## src/hw/rtl/tcw_pkg.sv

```systemverilog
// ----------------------------------------------------------------------------
// tcw_pkg
// Shared codes, constants and request type of the text console cell writer.
// ----------------------------------------------------------------------------
`default_nettype none

package tcw_pkg;

  localparam int CELL_W = 16;

  localparam logic [2:0] ACT_PUT       = 3'd0;
  localparam logic [2:0] ACT_BACKSPACE = 3'd1;
  localparam logic [2:0] ACT_CLEAR     = 3'd2;
  localparam logic [2:0] ACT_SET       = 3'd3;
  localparam logic [2:0] ACT_READ      = 3'd4;

  localparam logic [7:0] CHAR_NEWLINE = 8'd10;
  localparam logic [7:0] CHAR_TAB     = 8'd9;
  localparam logic [7:0] CHAR_SPACE   = 8'd32;

  localparam logic CFG_FG = 1'b0;
  localparam logic CFG_BG = 1'b1;

  localparam logic [3:0] RESET_FG = 4'd10;
  localparam logic [3:0] RESET_BG = 4'd0;

  // Tab stops every four columns.
  localparam int TAB_STEP = 4;

  typedef struct packed {
    logic [2:0] action;
    logic [7:0] char_code;
    logic [4:0] row_index;
    logic [6:0] col_index;
  } tcw_req_t;

endpackage

`default_nettype wire

```

## src/hw/rtl/tcw_cursor.sv

```systemverilog
// ----------------------------------------------------------------------------
// tcw_cursor
// Cursor registers, next-position logic and cell address generation.
// ----------------------------------------------------------------------------
`default_nettype none

module tcw_cursor #(
  parameter int COLS = 80,
  parameter int ROWS = 25,
  parameter int AW   = 11
) (
  input  logic              clk,
  input  logic              rst_n,
  input  tcw_pkg::tcw_req_t req,
  input  logic              take,
  output logic [AW-1:0]     cell_addr,
  output logic              scroll_req,
  output logic [10:0]       cursor_pos
);

  localparam int RW  = $clog2(ROWS);
  localparam int CW  = $clog2(COLS);
  localparam int CXW = CW + 1;
  localparam int PW  = (AW > 11) ? AW : 11;
  localparam int TAB_STEP_C = tcw_pkg::TAB_STEP;

  logic [RW-1:0]  row_r, row_nxt, addr_row, set_row;
  logic [CW-1:0]  col_r, col_nxt, addr_col, set_col;
  logic [CXW-1:0] col_adv, tab_col;
  logic           scroll;
  logic [PW-1:0]  pos_full;

  always_comb begin
    set_row = (32'(req.row_index) > 32'(ROWS-1)) ? RW'(ROWS-1) : RW'(req.row_index);
    set_col = (32'(req.col_index) > 32'(COLS-1)) ? CW'(COLS-1) : CW'(req.col_index);
    tab_col = ({1'b0, col_r} + CXW'(TAB_STEP_C)) & ~CXW'(TAB_STEP_C - 1);

    // Newline forces a wrap by advancing to the column count itself.
    if (req.char_code == tcw_pkg::CHAR_NEWLINE) begin
      col_adv = CXW'(COLS);
    end else if (req.char_code == tcw_pkg::CHAR_TAB) begin
      col_adv = tab_col;
    end else begin
      col_adv = {1'b0, col_r} + CXW'(1);
    end

    row_nxt  = row_r;
    col_nxt  = col_r;
    scroll   = 1'b0;
    addr_row = row_r;
    addr_col = col_r;

    unique case (req.action)
      tcw_pkg::ACT_PUT: begin
        if (col_adv >= CXW'(COLS)) begin
          col_nxt = '0;
          if (row_r == RW'(ROWS-1)) begin
            scroll = 1'b1;
          end else begin
            row_nxt = row_r + RW'(1);
          end
        end else begin
          col_nxt = col_adv[CW-1:0];
        end
      end
      tcw_pkg::ACT_BACKSPACE: begin
        if (col_r != '0) begin
          col_nxt = col_r - CW'(1);
        end else if (row_r != '0) begin
          row_nxt = row_r - RW'(1);
          col_nxt = CW'(COLS-1);
        end
        // blank lands on the cell stepped back to
        addr_row = row_nxt;
        addr_col = col_nxt;
      end
      tcw_pkg::ACT_CLEAR: begin
        row_nxt = '0;
        col_nxt = '0;
      end
      tcw_pkg::ACT_SET: begin
        row_nxt = set_row;
        col_nxt = set_col;
      end
      tcw_pkg::ACT_READ: begin
        addr_row = set_row;
        addr_col = set_col;
      end
      default: begin
      end
    endcase
  end

  always_ff @(posedge clk) begin
    if (!rst_n) begin
      row_r <= '0;
      col_r <= '0;
    end else if (take) begin
      row_r <= row_nxt;
      col_r <= col_nxt;
    end
  end

  assign cell_addr  = AW'(addr_row) * AW'(COLS) + AW'(addr_col);
  assign pos_full   = PW'(row_r) * PW'(COLS) + PW'(col_r);
  assign cursor_pos = pos_full[10:0];
  assign scroll_req = scroll;

endmodule

`default_nettype wire

```

## config.mk

```make
export PLATFORM = sky130hd
export DESIGN_NAME = tcw_cursor
export DESIGN_NICKNAME = d
export VERILOG_FILES = /design/src/hw/rtl/tcw_pkg.sv /design/src/hw/rtl/tcw_cursor.sv
export SDC_FILE = /design/constraint.sdc
export NUM_CORES = 1
export LEC_CHECK = 0
export BUFFER_PORTS_ARGS = -buffer_cell sky130_fd_sc_hd__buf_2
export CAP_MARGIN = 20
export CELL_PAD_IN_SITES_DETAIL_PLACEMENT = 1
export CELL_PAD_IN_SITES_GLOBAL_PLACEMENT = 1
export CORE_ASPECT_RATIO = 1.4
export CORE_MARGIN = 1.5
export CORE_UTILIZATION = 37
export DETAILED_ROUTE_END_ITERATION = 10
export GPL_TIMING_DRIVEN = 0
export PLACE_DENSITY_LB_ADDON = 0.1
export SLEW_MARGIN = 20
export SYNTH_ARGS = -nofsm -noshare
export SYNTH_HDL_FRONTEND = slang
export SYNTH_SLANG_ARGS = --single-unit
```

## constraint.sdc

```tcl
create_clock -name clk -period 3.8 [get_ports clk]
set_clock_uncertainty 0.05 [all_clocks]
set_input_delay 0.19 -clock clk [delete_from_list [all_inputs] [get_ports clk]]
set_output_delay 0.19 -clock clk [all_outputs]
set_load 0.05 [all_outputs]
```

# Word level (Yosys, flattened, before mapping)
# Index checks and enable logic that the tools add are counted.
# totals
word_cells	47
in_bits	26
reg_bits	12
output_inout_bits	23
# classes
addsub	7
mux	18
mul	2
magnitude_cmp	3
eq_ne	9
n_reduce_logical	6
# op_table
operator	count
2-to-1 mux 7 bit	4
one-hot mux 7 bit (4 select lines)	1
2-to-1 mux 5 bit	5
adder 11 x 7 -> 11 bit	2
one-hot mux 5 bit (4 select lines)	1
equality test 8 x 4 -> 1 bit (second input constant)	2
2-to-1 mux 8 bit	2
multiplier 5 x 3 -> 7 bit (second input constant)	2
one-hot mux 7 bit (2 select lines)	1
one-hot mux 5 bit (2 select lines)	1
adder 7 x 1 -> 8 bit (second input constant)	1
adder 7 x 3 -> 8 bit (second input constant)	1
>= comparator 8 x 7 -> 1 bit (second input constant)	1
> comparator 7 bit (second input constant)	1
nonzero test 7 bit	1
subtractor 7 x 1 -> 7 bit (second input constant)	1
equality test 3 x 2 -> 1 bit (second input constant)	2
adder 5 x 1 -> 5 bit (second input constant)	1
equality test 5 bit (second input constant)	1
> comparator 5 bit (second input constant)	1
nonzero test 5 bit	1
subtractor 5 x 1 -> 5 bit (second input constant)	1
inequality test 2 bit (second input constant)	2
AND reduction 4 bit	1
6 further kinds	8

# Logic depth before layout (Yosys ltp)
# Gate-level depths: netlist (run 1).
# depth
word_depth	6
mapped_depth	16
depth_no_buf	14

# Least setup slack after synthesis (run 1)
# OpenSTA, ideal clock, no wires.
# synth_timing
path_kind	register to output
from	reg col_r[2]
to	out cell_addr[10]
slack_ns	-0.623
required_time_ns	3.560
stages_incl_launch_ff	16
arrival_ns	4.183
n_path_buf	1
path_cell_list	dfxtp_1 -> clkbuf_1 -> inv_1 -> ha_1 -> or3b_2 -> nor3_1 -> nand2_1 -> nand3_1 -> o221ai_1 -> ha_1 -> ha_1 -> fa_1 -> xor2_1 -> o2111ai_1 -> xnor2_1 -> xnor2_1
# synth_via
elab_chain_cells	5
word_cells_on_any_way	9
classes_between	add/sub: 2; mul: 1; mux: 5; reduce/logical: 1
# synth_rtl
item	line	source
from (decl)	tcw_cursor.sv:28	logic [CW-1:0] col_r, col_nxt, addr_col, set_col;
from (signal assigned)	tcw_cursor.sv:100	col_r <= col_nxt;
nonzero test 7 bit	tcw_cursor.sv:67	if (col_r != '0) begin
2-to-1 mux 5 bit	tcw_cursor.sv:67	
one-hot mux 5 bit (2 select lines)	tcw_cursor.sv:53	unique case (req.action)
multiplier 5 x 3 -> 7 bit	tcw_cursor.sv:104	assign cell_addr = AW'(addr_row) * AW'(COLS) + AW'(addr_col);
adder 11 x 7 -> 11 bit *	tcw_cursor.sv:104	
to (decl)	tcw_cursor.sv:16	output logic [AW-1:0] cell_addr,
# Mark *: on every way between the ends. The rest lies on a longest branch, timed or not.

# Worst setup path after layout (run 1)
# layout_timing
from	reg col_r[3]
to	out cell_addr[10]
# The elaborated chain is that of the path after synthesis.

==> metrics.txt, run 1 <==
Finished Cell Area=3280 um2; Lkg Pwr=1.43 nW; DR DRC count=0; crit end category=output pin; Post-synth EDFFs=0; Post-Synthesis Cells=318; Int Power=0.000454 W; diode count=0; Slew @ Worst Pin=0.853 ns; CTS Hold Buffers Added=0; area of placed instances=2730 um2; status=completed; Worst Setup Start Kind=flip-flop; Min-Delay Path Class=primary input to flip-flop; syn_nets=374; pre-CTS setup slack=-0.677 ns; fin util=0.527; register area=263 um2; Post-Synthesis Cell Area=2370 um2; vias in the first global route=2,932; Clock Tree Buf Depth=2; via count=2,842; I/O Buffers=45; maximum vdd drop=0.000183 V; CP Class=flip-flop to output pin; unrepaired setup endpoints after global routing=yes; initial core utilization=0.381; clock transition at the registers of the reported paths=0.06 ns; Multi-input gate area=2210 um2; clk sinks=12; Die Wd=70.6 um; largest area contributor in the netlist=ha_1; Post-synth top cells=ha_1, o21ai_0, nand2_1; Max Cap Viol=0; Sequential Power Share=0.180; sequential element share of the synthesized area=0.102; Yosys reg bits=12; total global-route track usage=0.249; H-tree levels=1; Post-synth ARST share=0; initial detailed-routing violation count=182; Routed WL=8.75 mm; core area=6210 um2; Avg WL per Cell=18.9 um; final worst slack=0.0570 ns; power share of the clock group=0.159; antenna violations before repair=0; most numerous cell in the Yosys netlist=ha_1; later-pin clock latency in the skew report=0.24 ns; Min Clock Period, post-route=3.74 ns; post-DP HPWL=6.32 mm; Avg Cell Area, Syn=7.44 um2; via/cell ratio=6.13; Critical Path Start=col_r[3]; CTS tree=built; GPL Wtd Cong=0.835; crit path DAT=3.50 ns; Yosys warnings=0; DRT antenna net count=0; top cells by area, synth=ha_1, dfxtp_1, xnor2_1, o21ai_0, nand2_1; fraction of layout cells with a size suffix above 1=0.375; P&R area growth vs syn=38.4%; final setup fails=0; Die Y-Extent=97.6 um; CTS Buf Count=3; global-route wire length before repair=14.0 mm; R2R Path Start=col_r[2]; Synth top area share=0.137; Detailed Routing Iterations Pass 1=4; Max transition margin=0.425; layout filler cell count=788; number of library cell types mapped by synthesis=62; PD cells=271 nW/um2; Post-Route Setup TNS=0 ns; num rows=34; fin crit share=0.985; crit-path max FO=6; prevailing post-synth register cell=dfxtp_1; CP required=3.56 ns; Die ar.=6890 um2; # nets final=449; Comb pwr share=0.661; largest net degree at the start of global routing=16; hold wc startpoint=rst_n; clk root buf=clkbuf_8; num ports=49; Final Hold Viols=0; total gr overflow=0; NetSw=0.000432 W; Fmax=267 MHz; max-slew violation count=0; Sw Share=0.488
[layout by cell type, fill, tap and decap left out, types with 4 or more instances in the layout]
cell type / synthesis / final
buf_2: 1 / 43
buf_4: 4 / 33
nand2_1: 23 / 22
o21ai_0: 24 / 21
ha_1: 26 / 20
a21oi_1: 17 / 16
nor2_1: 15 / 14
xnor2_1: 16 / 13
nand3_1: 14 / 11
inv_1: 15 / 11
clkbuf_1: 19 / 9
nand2b_1: 9 / 9
a211oi_1: 8 / 8
clkbuf_8: 0 / 6
mux2i_1: 7 / 6
clkbuf_2: 0 / 5
a31oi_1: 5 / 5
a22oi_1: 5 / 5
nor3_1: 6 / 5
nor2b_1: 7 / 5
a221o_1: 5 / 5
o22ai_1: 5 / 5
dfxtp_4: 0 / 5
a21o_1: 4 / 4
or3_1: 4 / 4
nor4_1: 5 / 4
ha_4: 0 / 4
dfxtp_1: 12 / 4
[per-layer routing]
metal	share of wire	wire length, um	up-vias	track usage
met5	0	0	-	0
met4	0.028	249	0	0.0726
met3	0.040	347	24	0.0322
met2	0.53	4620	89	0.455
met1	0.40	3540	1392	0.297
li1	-	-	1337	-
[repair_timing]
| action | in CTS | in global routing |
|---|---|---|
| resized for setup | 54 | 33 |
| gates cloned | 0 | 1 |
| buffers inserted | 15 | 12 |
| pin swaps | 13 | 15 |
| setup endpoints to repair | 6 | 4 |
[final cells by class]
class                           instances  share of cell area
Buffer                                 24              0.0439
Clock buffer                            4              0.0168
Inverter                               15              0.0202
Multi-Input combinational cell        264               0.674
Sequential cell                        12              0.0802
Tap cell                               72              0.0275
Timing Repair Buffer                   73               0.138
[stage by stage]
stage	total power (W)	hold slack (ns)	instances
after floorplan	0.000511	0.354	318
after global placement	0.000619	0.576	435
after detailed placement	0.000626	0.587	435
after CTS	0.000831	0.354	452
after global routing	0.000940	0.382	464
final	0.000886	0.355	464
[cell families after synthesis]
logic type / share of synthesized area
buf+inv: 0.0767
mux: 0.0296
flops: 0.102
simple gates: 0.254
compound gates: 0.296
xor+xnor: 0.0703
fa+ha+maj: 0.171
[registers in the layout (all words and copies together) (netlist names)]
name   flops
col_r      7
row_r      5
[power groups by stage]
stage / sequential, W / combinational [W] / clock [W]
2_1_floorplan: 0.000149 / 0.000363 / 0
5_1_grt: 0.000161 / 0.000626 / 0.000153
3_5_place_dp: 0.000155 / 0.000471 / 0
4_1_cts: 0.000158 / 0.000528 / 0.000145
3_3_place_gp: 0.000155 / 0.000465 / 0
6_report: 0.000160 / 0.000586 / 0.000141
[worst max-delay path, cell delays in order, from the launching register on]
cell and delay (ns):
dfxtp_4 0.37, inv_4 0.07, ha_4 0.13, or3b_4 0.40, nor3_4 0.24, nand2_2 0.14, nand3_2 0.12, o221ai_4 0.11
ha_4 0.26, ha_4 0.16, fa_2 0.36, xor2_2 0.20, o2111ai_4 0.15, xnor2_2 0.17, xnor2_2 0.18, buf_6 0.18
[worst paths after layout]
| check | end | slack (ns) | cells past startpoint |
|---|---|---|---|
| setup / recovery | cell_addr[10] | 0.06 | 15 |
| hold / removal | col_r[2] | 0.36 | 3 |
| setup reg to reg | row_r[4] | 0.94 | 9 |
| hold reg to reg | row_r[1] | 0.46 | 2 |
Note: power is estimated with default switching activity, not from simulation.
==> run 2: changes to the inputs <==
--- a/config.mk
+++ b/config.mk
@@ -9,7 +9,6 @@
 export CAP_MARGIN = 20
 export CELL_PAD_IN_SITES_DETAIL_PLACEMENT = 1
 export CELL_PAD_IN_SITES_GLOBAL_PLACEMENT = 1
-export CORE_ASPECT_RATIO = 1.4
 export CORE_MARGIN = 1.5
 export CORE_UTILIZATION = 37
 export DETAILED_ROUTE_END_ITERATION = 10
==> run 2 against run 1 <==
Against the previous run:
- power decreased by 1.7%
- worst setup slack better by 0.014 ns
- cell count grew 0.22%
- register-to-register slack better by 0.05 ns
- core utilization increased by 0.73 points
- wire length decreased by 1.4%
- cell area down 1.1%
- first-iteration DRC count down 18%
- clock-buffer cell count unchanged
- critical path depth unchanged
- die area shrank 0.11%
- clock power about the same
- critical path type unchanged
- largest power group unchanged
- highest routed layer unchanged
==> metrics.txt, run 2 (synthesis results as in run 1) <==
Int Power=0.000447 W (-1.5%); NetSw=0.000424 W (-1.9%); fraction of layout cells with a size suffix above 1=0.374 (-0.000641); global-route wire length before repair=14.0 mm (+0.15%); Fmax=268 MHz (+0.38%); largest net degree at the start of global routing=16 (unchanged); Clock Tree Buf Depth=2 (unchanged); post-DP HPWL=6.21 mm (-1.7%); CTS Buf Count=3 (unchanged); PD cells=269 nW/um2 (-0.62%); Final Hold Viols=0 (unchanged); Comb pwr share=0.657 (-0.004); Die ar.=6880 um2 (-0.11%); clock transition at the registers of the reported paths=0.06 ns (about the same); commonest non-fill, non-tap cell in the layout=buf_2; hold wc startpoint=req[11]; core area=6060 um2 (-2.4%); final setup fails=0 (unchanged); fin crit share=0.981 (-0.00375); Routed WL=8.63 mm (-1.4%); unrepaired setup endpoints after global routing=yes; clk sinks=12 (unchanged); total gr overflow=0 (unchanged); P&R area growth vs syn=37.0%; Worst Reg-to-Reg Cells=8 (-1); DRT antenna net count=0 (unchanged); max-slew violation count=0 (unchanged); # nets final=447 (-0.45%); R2R Path Start=row_r[0]; initial detailed-routing violation count=150 (-18%); Detailed Routing Iterations Pass 1=5 (+1); Biggest register=col_r; Post-Route Setup TNS=0 ns (unchanged); total global-route track usage=0.243 (-0.00575); Reg2Reg Setup Slack=0.99 ns (+0.05 ns); vias in the first global route=2,836 (-3.3%); H-tree levels=1 (unchanged); Max Cap Viol=0 (unchanged); Hold EP=row_r[4]; via/cell ratio=6.05 (-1.2%); later-pin clock latency in the skew report=0.24 ns (about the same); CP required=3.56 ns (about the same); CP Class=flip-flop to output pin; overall power=0.000872 W (-1.7%); maximum vdd drop=0.000131 V (-28%); crit-path max FO=4 (-2); CTS tree=built; Sw Share=0.487 (-0.00116); Worst Setup Start Kind=flip-flop; initial core utilization=0.390 (+0.00944); Max transition margin=0.453 (+0.0278); most frequent cells in the layout=buf_2, buf_4, nand2_1, o21ai_0, ha_1; Hold Path Stages=5 (+2); crit path DAT=3.49 ns (about the same); Die Wd=83.0 um (+18%); Min-Delay Path Class=primary input to flip-flop; clk root buf=clkbuf_8; Lkg Pwr=1.40 nW (-1.7%); Sequential Power Share=0.181 (about the same); CTS Hold Buffers Added=0 (unchanged); Largest register FFs=7 (unchanged); fin util=0.535 (+0.00728); Avg WL per Cell=18.6 um (-1.6%); antenna violations before repair=0 (unchanged); Critical R2R Capture=col_r[2]; status=completed; num rows=28 (-18%); via count=2,815 (-0.95%); Min Clock Period, post-route=3.73 ns (-0.0143 ns); DR DRC count=0 (unchanged); Slew @ Worst Pin=0.812 ns (-0.0409 ns); num ports=49 (unchanged); power share of the clock group=0.162 (+0.003); Regs by FF count=col_r (7), row_r (5); Die Y-Extent=83.0 um (-15%); diode count=0 (unchanged); I/O Buffers=45 (unchanged); GPL Wtd Cong=0.831 (-0.47%); crit end category=output pin
run 2: changes by cell type in the layout (fill, tap and decap cells not counted), sizes merged:
cell,before,now
clkbuf,21,17
inv,14,13
clkinvlp,0,1
buf,80,82
run 2: repair_timing:
item / 4_1_cts / 5_1_grt
resized for setup: 60 / 25
pin swaps: 14 / 14
setup buffers: 19 / 8
setup endpoints to repair: 6 / 4
run 2: worst max path at each step:
stage	start	endpoint	slack, ns	cells past startpoint
after floorplan	col_r[2]	cell_addr[10]	-0.09	15
after global placement	col_r[0]	cell_addr[10]	-0.55	16
after detailed placement	col_r[0]	cell_addr[10]	-0.56	16
after CTS	col_r[2]	cell_addr[10]	-0.02	15
after global routing	col_r[2]	cell_addr[10]	-0.06	15
final	col_r[2]	cell_addr[10]	0.07	15
run 2: per-layer routing:
layer,vias to the layer above,routed length (um),track usage
met1,1358,3660,0.312
met4,0,81,0.0621
met2,108,4450,0.443
li1,1341,-,-
met3,8,447,0.00994
met5,-,0,0
run 2: layout make-up:
type                            count  area [um2]
Multi-Input combinational cell    264        2180
Clock buffer                        4        55.1
Inverter                           15        67.6
Fill cell                         774        2820
Timing Repair Buffer               72         450
Tap cell                           75        93.8
Sequential cell                    12         262
Buffer                             23         129
run 2: critical path, stage by stage (launching register included):
cell	delay, ns
dfxtp_4	0.36
clkinv_4	0.05
ha_4	0.13
or3b_4	0.40
nor3_4	0.22
nand2_2	0.15
buf_6	0.17
o211ai_1	0.27
ha_2	0.25
ha_4	0.14
fa_2	0.21
xor2_2	0.17
o2111ai_2	0.16
xnor2_2	0.17
xnor2_2	0.18
buf_6	0.18
run 2: per-stage QoR:
| stage | hold WS [ns] | std cells | cell area, um2 | worst slack (ns) |
|---|---|---|---|---|
| after floorplan | 0.354 | 318 | 2420 | -0.0919 |
| after global placement | 0.563 | 438 | 2740 | -0.547 |
| after detailed placement | 0.571 | 438 | 2740 | -0.556 |
| after CTS | 0.370 | 459 | 3150 | -0.0204 |
| after global routing | 0.428 | 465 | 3240 | -0.0624 |
| final | 0.369 | 465 | 3240 | 0.0712 |
run 2: power by group through the flow:
stage,registers [W],logic [W],clock network (W)
floorplan,0.000149,0.000363,0
global placement,0.000154,0.000463,0
detailed placement,0.000155,0.000469,0
CTS,0.000154,0.000544,0.000138
global route,0.000160,0.000613,0.000145
finish,0.000158,0.000573,0.000141
